**config.mk**
```make
export PLATFORM = sky130hd
export DESIGN_NAME = ellipse_midpoint_rasterizer
export DESIGN_NICKNAME = d
export VERILOG_FILES = /design/src/sv/emr_pkg.sv /design/src/sv/ellipse_midpoint_rasterizer.sv /design/src/sv/emr_datapath.sv /design/src/sv/emr_ctrl.sv
export VERILOG_INCLUDE_DIRS = /design/src /design/src/sv
export SDC_FILE = /design/constraint.sdc
export NUM_CORES = 2
export LEC_CHECK = 0
export BUFFER_PORTS_ARGS = -buffer_cell sky130_fd_sc_hd__buf_4
export CAP_MARGIN = 20
export CORE_UTILIZATION = 65
export CTS_CLUSTER_SIZE = 14
export DETAILED_ROUTE_END_ITERATION = 10
export PLACE_DENSITY_LB_ADDON = 0.25
export SLEW_MARGIN = 30
export SYNTH_ARGS = -nofsm -noshare
export SYNTH_HDL_FRONTEND = slang
export SYNTH_SLANG_ARGS = --single-unit
```
**constraint.sdc**
```tcl
create_clock -name i_clk -period 30.3 [get_ports i_clk]
set_clock_uncertainty 0.1 [all_clocks]
set_input_delay 1.515 -clock i_clk [delete_from_list [all_inputs] [get_ports i_clk]]
set_output_delay 1.515 -clock i_clk [all_outputs]
set_load 0.01 [all_outputs]
```
**src/sv/ellipse_midpoint_rasterizer_defines.svh**
```systemverilog
// assertion macros shared by the rasterizer modules
`ifndef ELLIPSE_MIDPOINT_RASTERIZER_DEFINES_SVH
`define ELLIPSE_MIDPOINT_RASTERIZER_DEFINES_SVH

`ifndef SYNTH

// same-cycle implication under synchronous active-low reset
`define EMR_ASSERT_IMPLY(label, clk, rst_n, ante, cons) \
    label: assert property (@(posedge clk) disable iff (!(rst_n)) (ante) |-> (cons)) \
        else $error("rasterizer check failed");

// next-cycle implication under synchronous active-low reset
`define EMR_ASSERT_NEXT(label, clk, rst_n, ante, cons) \
    label: assert property (@(posedge clk) disable iff (!(rst_n)) (ante) |=> (cons)) \
        else $error("rasterizer check failed");

`else

`define EMR_ASSERT_IMPLY(label, clk, rst_n, ante, cons)
`define EMR_ASSERT_NEXT(label, clk, rst_n, ante, cons)

`endif

`endif

```
**src/sv/emr_pkg.sv**
```systemverilog
`default_nettype none

package emr_pkg;

    localparam int RAD_W   = 10;           // config register width
    localparam int SQ_W    = 2 * RAD_W;    // squared radius
    localparam int OX_W    = 12;           // horizontal offset
    localparam int OY_W    = 11;           // vertical offset
    localparam int MB_W    = OX_W;         // narrow multiplier operand
    localparam int PROD_W  = SQ_W + MB_W;  // product width
    localparam int DEC_W   = 48;           // decision value
    localparam int XO_W    = 13;           // x output coordinate
    localparam int YO_W    = 12;           // y output coordinate
    localparam int CFG_IDX_W = 2;

    // register indexes
    localparam logic [CFG_IDX_W-1:0] CFG_CENTER_X = 2'd0;
    localparam logic [CFG_IDX_W-1:0] CFG_CENTER_Y = 2'd1;
    localparam logic [CFG_IDX_W-1:0] CFG_RADIUS_X = 2'd2;
    localparam logic [CFG_IDX_W-1:0] CFG_RADIUS_Y = 2'd3;

    // multiplier operation select
    localparam int MUL_SEL_W = 3;
    localparam logic [MUL_SEL_W-1:0] MUL_RX2  = 3'd0;  // rx * rx
    localparam logic [MUL_SEL_W-1:0] MUL_RY2  = 3'd1;  // ry * ry
    localparam logic [MUL_SEL_W-1:0] MUL_INIT = 3'd2;  // rx2 * ry, loads start values
    localparam logic [MUL_SEL_W-1:0] MUL_A    = 3'd3;  // ry2 * x
    localparam logic [MUL_SEL_W-1:0] MUL_B    = 3'd4;  // rx2 * y

    typedef struct packed {
        logic                 mul_en;
        logic [MUL_SEL_W-1:0] mul_sel;
        logic                 upd;
    } t_dp_cmd;

endpackage

`default_nettype wire

```
**src/sv/ellipse_midpoint_rasterizer.sv**
```systemverilog
// channel   | dir | beat signals                       | payload
// ----------+-----+------------------------------------+---------------------------------
// s_axis    | in  | s_axis_tvalid / s_axis_tready      | tdata[0] restart
// m_axis    | out | m_axis_tvalid / m_axis_tready      | tdata x_right,x_left,y_high,y_low;
//           |     |                                    | tuser point_valid; tlast last_point
// cfg       | in  | i_cfg_we (no wait, no read-back)   | i_cfg_idx, i_cfg_data
//
// an item goes from accept to result through states SQX, SQY, (INIT on restart), PA, PB, UPD;
// the one shared 20x12 multiplier forms rx^2, ry^2, (rx^2*ry on restart), ry^2*x, rx^2*y in turn
// before the decision update; the next item can be taken in the cycle after the result is loaded
// synchronous active-low reset clears config, offsets, decision and the fsm
// a result waits in the output register while the next item is accepted and worked on;
// only the update step stalls when that register is still full
`default_nettype none

module ellipse_midpoint_rasterizer (
    input  wire         i_clk,
    input  wire         i_rst_n,
    // configuration write
    input  wire         i_cfg_we,
    input  wire  [1:0]  i_cfg_idx,
    input  wire  [9:0]  i_cfg_data,
    // input stream
    input  wire         s_axis_tvalid,
    output logic        s_axis_tready,
    input  wire  [7:0]  s_axis_tdata,   // [0] restart, [7:1] zero
    // output stream
    output logic        m_axis_tvalid,
    input  wire         m_axis_tready,
    output logic [55:0] m_axis_tdata,   // [12:0] x_right, [25:13] x_left,
                                        // [37:26] y_high, [49:38] y_low, [55:50] zero
    output logic        m_axis_tuser,   // [0] point_valid
    output logic        m_axis_tlast    // last point set of the ellipse
);

    emr_pkg::t_dp_cmd                     w_cmd;
    logic                                 w_y_zero;
    logic signed [emr_pkg::XO_W-1:0]      w_x_right, w_x_left;
    logic signed [emr_pkg::YO_W-1:0]      w_y_high, w_y_low;
    logic                                 w_point_valid, w_last_point;

    // sequencer: handshakes and multiplier schedule
    emr_ctrl u_ctrl (
        .i_clk       (i_clk),
        .i_rst_n     (i_rst_n),
        .i_in_valid  (s_axis_tvalid),
        .o_in_ready  (s_axis_tready),
        .i_restart   (s_axis_tdata[0]),
        .o_out_valid (m_axis_tvalid),
        .i_out_ready (m_axis_tready),
        .o_cmd       (w_cmd)
    );

    // config registers, walk state, multiplier and result register
    emr_datapath u_dp (
        .i_clk         (i_clk),
        .i_rst_n       (i_rst_n),
        .i_cfg_we      (i_cfg_we),
        .i_cfg_idx     (i_cfg_idx),
        .i_cfg_data    (i_cfg_data),
        .i_cmd         (w_cmd),
        .o_y_zero      (w_y_zero),
        .o_x_right     (w_x_right),
        .o_x_left      (w_x_left),
        .o_y_high      (w_y_high),
        .o_y_low       (w_y_low),
        .o_point_valid (w_point_valid),
        .o_last_point  (w_last_point)
    );

    // pack result fields, lowest field first
    assign m_axis_tdata = {6'b0, w_y_low, w_y_high, w_x_left, w_x_right};
    assign m_axis_tuser = w_point_valid;
    // y_zero does not reach the sequencer; it is folded into tlast gating only
    assign m_axis_tlast = w_last_point & ~(w_y_zero & ~w_point_valid);

endmodule

`default_nettype wire

```
**src/sv/emr_datapath.sv**
```systemverilog
`default_nettype none
`include "ellipse_midpoint_rasterizer_defines.svh"

module emr_datapath (
    input  wire                                i_clk,
    input  wire                                i_rst_n,
    input  wire                                i_cfg_we,
    input  wire  [emr_pkg::CFG_IDX_W-1:0]      i_cfg_idx,
    input  wire  [emr_pkg::RAD_W-1:0]          i_cfg_data,
    input  emr_pkg::t_dp_cmd                   i_cmd,
    output logic                               o_y_zero,
    output logic signed [emr_pkg::XO_W-1:0]    o_x_right,
    output logic signed [emr_pkg::XO_W-1:0]    o_x_left,
    output logic signed [emr_pkg::YO_W-1:0]    o_y_high,
    output logic signed [emr_pkg::YO_W-1:0]    o_y_low,
    output logic                               o_point_valid,
    output logic                               o_last_point
);

    logic [emr_pkg::RAD_W-1:0]  r_center_x, r_center_y, r_rad_x, r_rad_y;
    logic [emr_pkg::SQ_W-1:0]   r_rx2, r_ry2;
    logic [emr_pkg::PROD_W-1:0] r_a, r_b;
    logic [emr_pkg::OX_W-1:0]   r_x, n_x;
    logic [emr_pkg::OY_W-1:0]   r_y, n_y;
    logic [emr_pkg::DEC_W-1:0]  r_d, n_d, w_inc, w_d_init;
    logic [emr_pkg::DEC_W-1:0]  w_two_a, w_two_b, w_rx2e, w_ry2e;
    logic [emr_pkg::SQ_W-1:0]   w_op_a;
    logic [emr_pkg::MB_W-1:0]   w_op_b;
    logic [emr_pkg::PROD_W-1:0] w_prod;
    logic                       w_y_zero, w_neg, w_r1;

    // shared multiplier
    always_comb begin
        w_op_a = '0;
        w_op_b = '0;
        case (i_cmd.mul_sel)
            emr_pkg::MUL_RX2: begin
                w_op_a = emr_pkg::SQ_W'(r_rad_x);
                w_op_b = emr_pkg::MB_W'(r_rad_x);
            end
            emr_pkg::MUL_RY2: begin
                w_op_a = emr_pkg::SQ_W'(r_rad_y);
                w_op_b = emr_pkg::MB_W'(r_rad_y);
            end
            emr_pkg::MUL_INIT: begin
                w_op_a = r_rx2;
                w_op_b = emr_pkg::MB_W'(r_rad_y);
            end
            emr_pkg::MUL_A: begin
                w_op_a = r_ry2;
                w_op_b = r_x;
            end
            emr_pkg::MUL_B: begin
                w_op_a = r_rx2;
                w_op_b = emr_pkg::MB_W'(r_y);
            end
            default: ;
        endcase
    end

    assign w_prod = emr_pkg::PROD_W'(w_op_a) * emr_pkg::PROD_W'(w_op_b);

    assign w_rx2e   = emr_pkg::DEC_W'(r_rx2);
    assign w_ry2e   = emr_pkg::DEC_W'(r_ry2);
    assign w_d_init = w_ry2e - emr_pkg::DEC_W'(w_prod) + emr_pkg::DEC_W'(r_rx2 >> 2);

    assign w_y_zero = (r_y == '0);
    assign w_neg    = r_d[emr_pkg::DEC_W-1];
    assign w_r1     = (r_a < r_b);
    assign w_two_a  = emr_pkg::DEC_W'({r_a, 1'b0});
    assign w_two_b  = emr_pkg::DEC_W'({r_b, 1'b0});

    // region 1 while ry2*x < rx2*y, region 2 keeps its own signs
    always_comb begin
        n_x   = r_x + emr_pkg::OX_W'(1);
        n_y   = r_y - emr_pkg::OY_W'(1);
        w_inc = '0;
        case ({w_r1, w_neg})
            2'b11: begin
                w_inc = w_two_a + w_ry2e;
                n_y   = r_y;
            end
            2'b10: w_inc = w_two_a + w_ry2e - w_two_b;
            2'b01: begin
                w_inc = w_two_b + w_rx2e;
                n_x   = r_x;
            end
            default: w_inc = w_two_b + w_rx2e - w_two_a;
        endcase
        n_d = r_d + w_inc;
    end

    // config and walk state
    always_ff @(posedge i_clk) begin
        if (!i_rst_n) begin
            r_center_x <= '0;
            r_center_y <= '0;
            r_rad_x    <= '0;
            r_rad_y    <= '0;
            r_x        <= '0;
            r_y        <= '0;
            r_d        <= '0;
        end else begin
            if (i_cfg_we) begin
                case (i_cfg_idx)
                    emr_pkg::CFG_CENTER_X: r_center_x <= i_cfg_data;
                    emr_pkg::CFG_CENTER_Y: r_center_y <= i_cfg_data;
                    emr_pkg::CFG_RADIUS_X: r_rad_x    <= i_cfg_data;
                    emr_pkg::CFG_RADIUS_Y: r_rad_y    <= i_cfg_data;
                    default: ;
                endcase
            end
            if (i_cmd.mul_en && i_cmd.mul_sel == emr_pkg::MUL_INIT) begin
                r_x <= '0;
                r_y <= emr_pkg::OY_W'(r_rad_y);
                r_d <= w_d_init;
            end else if (i_cmd.upd && !w_y_zero) begin
                r_x <= n_x;
                r_y <= n_y;
                r_d <= n_d;
            end
        end
    end

    // products and result payload
    always_ff @(posedge i_clk) begin
        if (i_cmd.mul_en) begin
            case (i_cmd.mul_sel)
                emr_pkg::MUL_RX2: r_rx2 <= emr_pkg::SQ_W'(w_prod);
                emr_pkg::MUL_RY2: r_ry2 <= emr_pkg::SQ_W'(w_prod);
                emr_pkg::MUL_A:   r_a   <= w_prod;
                emr_pkg::MUL_B:   r_b   <= w_prod;
                default: ;
            endcase
        end
        if (i_cmd.upd) begin
            if (w_y_zero) begin
                o_x_right     <= '0;
                o_x_left      <= '0;
                o_y_high      <= '0;
                o_y_low       <= '0;
                o_point_valid <= 1'b0;
                o_last_point  <= 1'b0;
            end else begin
                o_x_right     <= emr_pkg::XO_W'(r_center_x) + emr_pkg::XO_W'(r_x);
                o_x_left      <= emr_pkg::XO_W'(r_center_x) - emr_pkg::XO_W'(r_x);
                o_y_high      <= emr_pkg::YO_W'(r_center_y) + emr_pkg::YO_W'(r_y);
                o_y_low       <= emr_pkg::YO_W'(r_center_y) - emr_pkg::YO_W'(r_y);
                o_point_valid <= 1'b1;
                o_last_point  <= (n_y == '0);
            end
        end
    end

    assign o_y_zero = w_y_zero;

    // a finished walk keeps its state
    `EMR_ASSERT_NEXT(a_done_holds, i_clk, i_rst_n, i_cmd.upd && w_y_zero, $stable(r_d) && $stable(r_x) && $stable(r_y))
    // each emitted step moves at least one offset
    `EMR_ASSERT_NEXT(a_step_moves, i_clk, i_rst_n, i_cmd.upd && !w_y_zero, (r_x != $past(r_x)) || (r_y != $past(r_y)))

endmodule

`default_nettype wire

```
**src/sv/emr_ctrl.sv**
```systemverilog
`default_nettype none
`include "ellipse_midpoint_rasterizer_defines.svh"

module emr_ctrl (
    input  wire               i_clk,
    input  wire               i_rst_n,
    input  wire               i_in_valid,
    output logic              o_in_ready,
    input  wire               i_restart,
    output logic              o_out_valid,
    input  wire               i_out_ready,
    output emr_pkg::t_dp_cmd  o_cmd
);

    localparam logic [2:0] ST_IDLE = 3'd0;
    localparam logic [2:0] ST_SQX  = 3'd1;
    localparam logic [2:0] ST_SQY  = 3'd2;
    localparam logic [2:0] ST_INIT = 3'd3;
    localparam logic [2:0] ST_PA   = 3'd4;
    localparam logic [2:0] ST_PB   = 3'd5;
    localparam logic [2:0] ST_UPD  = 3'd6;

    logic [2:0] r_state, n_state;
    logic       r_restart, n_restart;
    logic       r_out_valid, n_out_valid;

    always_comb begin
        n_state       = r_state;
        n_restart     = r_restart;
        o_in_ready    = 1'b0;
        o_cmd.mul_en  = 1'b0;
        o_cmd.mul_sel = emr_pkg::MUL_RX2;
        o_cmd.upd     = 1'b0;
        case (r_state)
            ST_IDLE: begin
                o_in_ready = 1'b1;
                if (i_in_valid) begin
                    n_restart = i_restart;
                    n_state   = ST_SQX;
                end
            end
            ST_SQX: begin
                o_cmd.mul_en  = 1'b1;
                o_cmd.mul_sel = emr_pkg::MUL_RX2;
                n_state       = ST_SQY;
            end
            ST_SQY: begin
                o_cmd.mul_en  = 1'b1;
                o_cmd.mul_sel = emr_pkg::MUL_RY2;
                n_state       = r_restart ? ST_INIT : ST_PA;
            end
            ST_INIT: begin
                o_cmd.mul_en  = 1'b1;
                o_cmd.mul_sel = emr_pkg::MUL_INIT;
                n_state       = ST_PA;
            end
            ST_PA: begin
                o_cmd.mul_en  = 1'b1;
                o_cmd.mul_sel = emr_pkg::MUL_A;
                n_state       = ST_PB;
            end
            ST_PB: begin
                o_cmd.mul_en  = 1'b1;
                o_cmd.mul_sel = emr_pkg::MUL_B;
                n_state       = ST_UPD;
            end
            ST_UPD: begin
                if (!r_out_valid || i_out_ready) begin
                    o_cmd.upd = 1'b1;
                    n_state   = ST_IDLE;
                end
            end
            default: n_state = ST_IDLE;
        endcase
    end

    always_comb begin
        if (o_cmd.upd) begin
            n_out_valid = 1'b1;
        end else if (i_out_ready) begin
            n_out_valid = 1'b0;
        end else begin
            n_out_valid = r_out_valid;
        end
    end

    always_ff @(posedge i_clk) begin
        if (!i_rst_n) begin
            r_state     <= ST_IDLE;
            r_restart   <= 1'b0;
            r_out_valid <= 1'b0;
        end else begin
            r_state     <= n_state;
            r_restart   <= n_restart;
            r_out_valid <= n_out_valid;
        end
    end

    assign o_out_valid = r_out_valid;

    `EMR_ASSERT_NEXT(a_accept_starts, i_clk, i_rst_n, i_in_valid && o_in_ready, r_state == ST_SQX)
    `EMR_ASSERT_IMPLY(a_rise_from_upd, i_clk, i_rst_n, $rose(r_out_valid), $past(r_state) == ST_UPD)
    `EMR_ASSERT_NEXT(a_upd_waits, i_clk, i_rst_n, r_state == ST_UPD && r_out_valid && !i_out_ready, r_state == ST_UPD)

endmodule

`default_nettype wire

```
==> qor.csv <==
metric,value,unit
Max Cap Viol,0,
"EDFF count, synth",154,
worst hold path type,reg -> reg,
ANT nets after route,0,
Post-Syn Area per Cell,8.58,sq um
initial antenna violation count,0,
clk slew on worst S/H paths,0.07,ns
largest net degree at the start of global routing,85,
DR vias,28000,
Worst Setup Start Kind,flop,
Post-Syn Area,32400,sq um
Die Wd,225,microns
Max IR drop VDD,0.0000530,V
area grow syn2layout,7.02,%
vias in the first global route,27000,
Least-Margin Pin Slew,0.999,ns
DRC Markers,1,
RSZ-0062 raised after global routing,no,
core area,49100,sq um
# resized after CTS,0,
Critical Path End,u_dp.r_d[29],
crit path capture type,flop,
worst reg2reg path depth,36,
WL/cell,19.8,microns
power density over the cells,54.5,nW/um^2
Critical Path Slowest Stage Cell,and2_1,
Layout Utilization,70.7,%
clock tree root driver cell,clkbuf_16,
DRT Pass-1 Iters,11,
Max Root-Sink Buffers,3,
CP max stage delay,0.72,ns
Critical Path Fanout Max,53,
Yosys top cell by area,edfxtp_1,
CP startpoint,u_ctrl.r_state[2],
Overflow after GRT,0,
Iter 0 DRT Violations,2589,
CTS tree,done,
WP data arrival,12.10,ns
input/output buffers,71,
# nets final,4315,
number of CTS-inserted buffers,30,
clk sinks,270,
Max Transition Viols Final,0,
final wirelength,88.4,mm
clk_lat worst skew,0.61,ns
area fraction of the dominant cell type after synthesis,14.3,%
Ys Warns,0,
RR Startpoint,u_ctrl.r_state[2],
Final setup viols,0,
post-DR vias/cell,6.27,
Final Hold Vio Count,0,
"top cells by area, synth","edfxtp_1 14%, ha_1 13%, fa_1 12%, dfxtp_1 7.2%, inv_1 4.7%",
top_reg_cell synth,edfxtp_1,
Overall Global Routing Usage,35.3,%
post-synthesis async set-or-reset flop share,0,%
P_leak,15.6,nW
Rel. slew slack,32.3,%
Synth Register Bits,270,
violations in the final reports,design-rule violations,
most frequent cell after synthesis,inv_1,
area of the die,50700,sq um
Ant. Diodes,0,
fmax,85.2,MHz
global-route wire length before repair,142,mm
fin crit period,11.74,ns
layout cells sized above 1,7.35,%
R2R Path End,u_dp.r_d[29],
detailed placer's ending HPWL,68.9,mm
Most Frequent Cell on Critical Path,fa_1,
r2r setup slk,18.56,ns
CTS Hold Buffers Added,0,
Critical Path RT,30.67,ns
cell count after synthesis,3776,
I/O Pins,85,
status,"finished, violations left",
period utilization,38.7,%
setup bufs post-CTS,0,
"Seq/Total Area, Yosys",21.4,%
CP Class,reg -> reg,
CTS H-tree lvls,1,
Placer Congestion,0.968,
initial core utilization,66.0,%
Unique masters post-synth,105,
commonest cells in the synthesized netlist,"409 x inv_1, 371 x nand2_1, 325 x ha_1",
cell row count,81,
sum of negative setup slack,0,ns
Die Ht,225,microns
where the power goes:
| part | switching (W) | internal, W |
|---|---|---|
| logic | 0.000647 | 0.000412 |
| registers | 0.0000209 | 0.000416 |
| clock network | 0.000168 | 0.000224 |
cell families after synthesis:
kind of cell | after synthesis | share of synthesized area (%)
DFF | 270 | 21.4
buffers and inverters | 566 | 6.74
other | 1 | 0.0116
and+or+nand+nor | 1105 | 16.3
adders and majority gates | 517 | 24.4
AOI/OAI and AO/OA | 971 | 20.3
xor gates and xnor gates | 251 | 6.86
muxes | 95 | 3.97
worst min-delay path by stage:
stage,start,end,slack [ns],depth (start not counted)
floorplan,u_dp.r_rad_x[0],u_dp.r_rad_x[0],0.35,2
global placement,u_dp.r_rad_x[1],u_dp.r_rad_x[1],0.37,2
detailed placement,u_dp.r_rad_x[0],u_dp.r_rad_x[0],0.38,2
CTS,u_dp.r_rad_x[0],u_dp.r_rad_x[0],0.39,2
global route,u_dp.r_rad_y[2],u_dp.r_rad_y[2],0.41,2
finish,u_dp.r_rad_x[0],u_dp.r_rad_x[0],0.39,2
stage by stage:
stage / hold slack, ns / setup WS (ns) / power (W) / std cells / instance area, sq um
global placement: 0.374 / 18.91 / 0.00145 / 4405 / 33600
detailed placement: 0.384 / 18.86 / 0.00147 / 4405 / 33600
finish: 0.395 / 18.56 / 0.00189 / 4462 / 34700
floorplan: 0.351 / 20.09 / 0.00119 / 3781 / 32400
global route: 0.414 / 17.93 / 0.00200 / 4462 / 34700
CTS: 0.393 / 18.81 / 0.00187 / 4461 / 34600
flip-flops by register name, indices dropped and copies added (netlist names):
name / flops
u_dp.o_point_valid: 1
u_dp.o_y_low: 12
u_dp.o_x_left: 13
u_dp.r_rad_x: 10
u_dp.r_b: 32
u_dp.r_d: 48
u_dp.r_center_x: 10
u_dp.o_y_high: 11
u_dp.o_x_right: 12
u_ctrl.r_restart: 1
u_dp.r_rad_y: 10
u_dp.r_a: 32
u_dp.r_x: 12
u_ctrl.r_state: 3
u_dp.r_y: 11
u_dp.r_ry2: 20
u_dp.r_rx2: 20
u_ctrl.o_out_valid: 1
u_dp.r_center_y: 10
u_dp.o_last_point: 1
cell usage in the layout (no fill, tap or decap), types with 15 or more instances in the layout:
cell and count:
nor3_1 64, ha_1 325, o211a_1 19, nand2b_1 60
edfxtp_1 154, nand4_1 31, inv_1 409, o21bai_1 46
a211o_1 15, xor2_1 73, mux2i_1 53, nand3_1 56
nor2b_1 85, a21boi_0 37, o21ai_1 16, nor2_1 250
mux4_2 25, o21ai_0 168, a211oi_1 20, mux2_2 16
dfxtp_1 113, a21o_1 130, clkbuf_16 33, o21a_1 33
a21oi_1 229, o211ai_1 57, xnor2_1 174, fa_1 191
buf_4 114, a31oi_1 31, and3_1 35, or3_1 16
nand2_1 370, and2_1 74
worst max-delay path, delay by kind of cell (launching register included):
kind / cells / cell delay [ns]
buffers and inverters: 6 / 1.20
xor gates and xnor gates: 2 / 0.68
adders and majority gates: 8 / 3.75
DFF: 1 / 0.31
AOI/OAI and AO/OA: 11 / 2.99
and+or+nand+nor: 9 / 2.50
final cells by class:
class	count	area [sq um]
fillers	3931	14400
multi-input cells	2945	23400
flip-flops and latches	270	6950
repair buffers	115	861
well taps	664	831
clock inverters	20	219
inverters	412	1550
clock buffers	36	837
layer usage:
| layer | up-vias | wire length, microns | global-route usage [%] |
|---|---|---|---|
| li1 | 13200 | - | - |
| met1 | 13500 | 38100 | 48.8 |
| met2 | 1129 | 39700 | 55.9 |
| met3 | 178 | 7830 | 6.02 |
| met4 | 0 | 2770 | 12.0 |
| met5 | - | 0 | 0 |
Power figures use the tool's default switching activity.
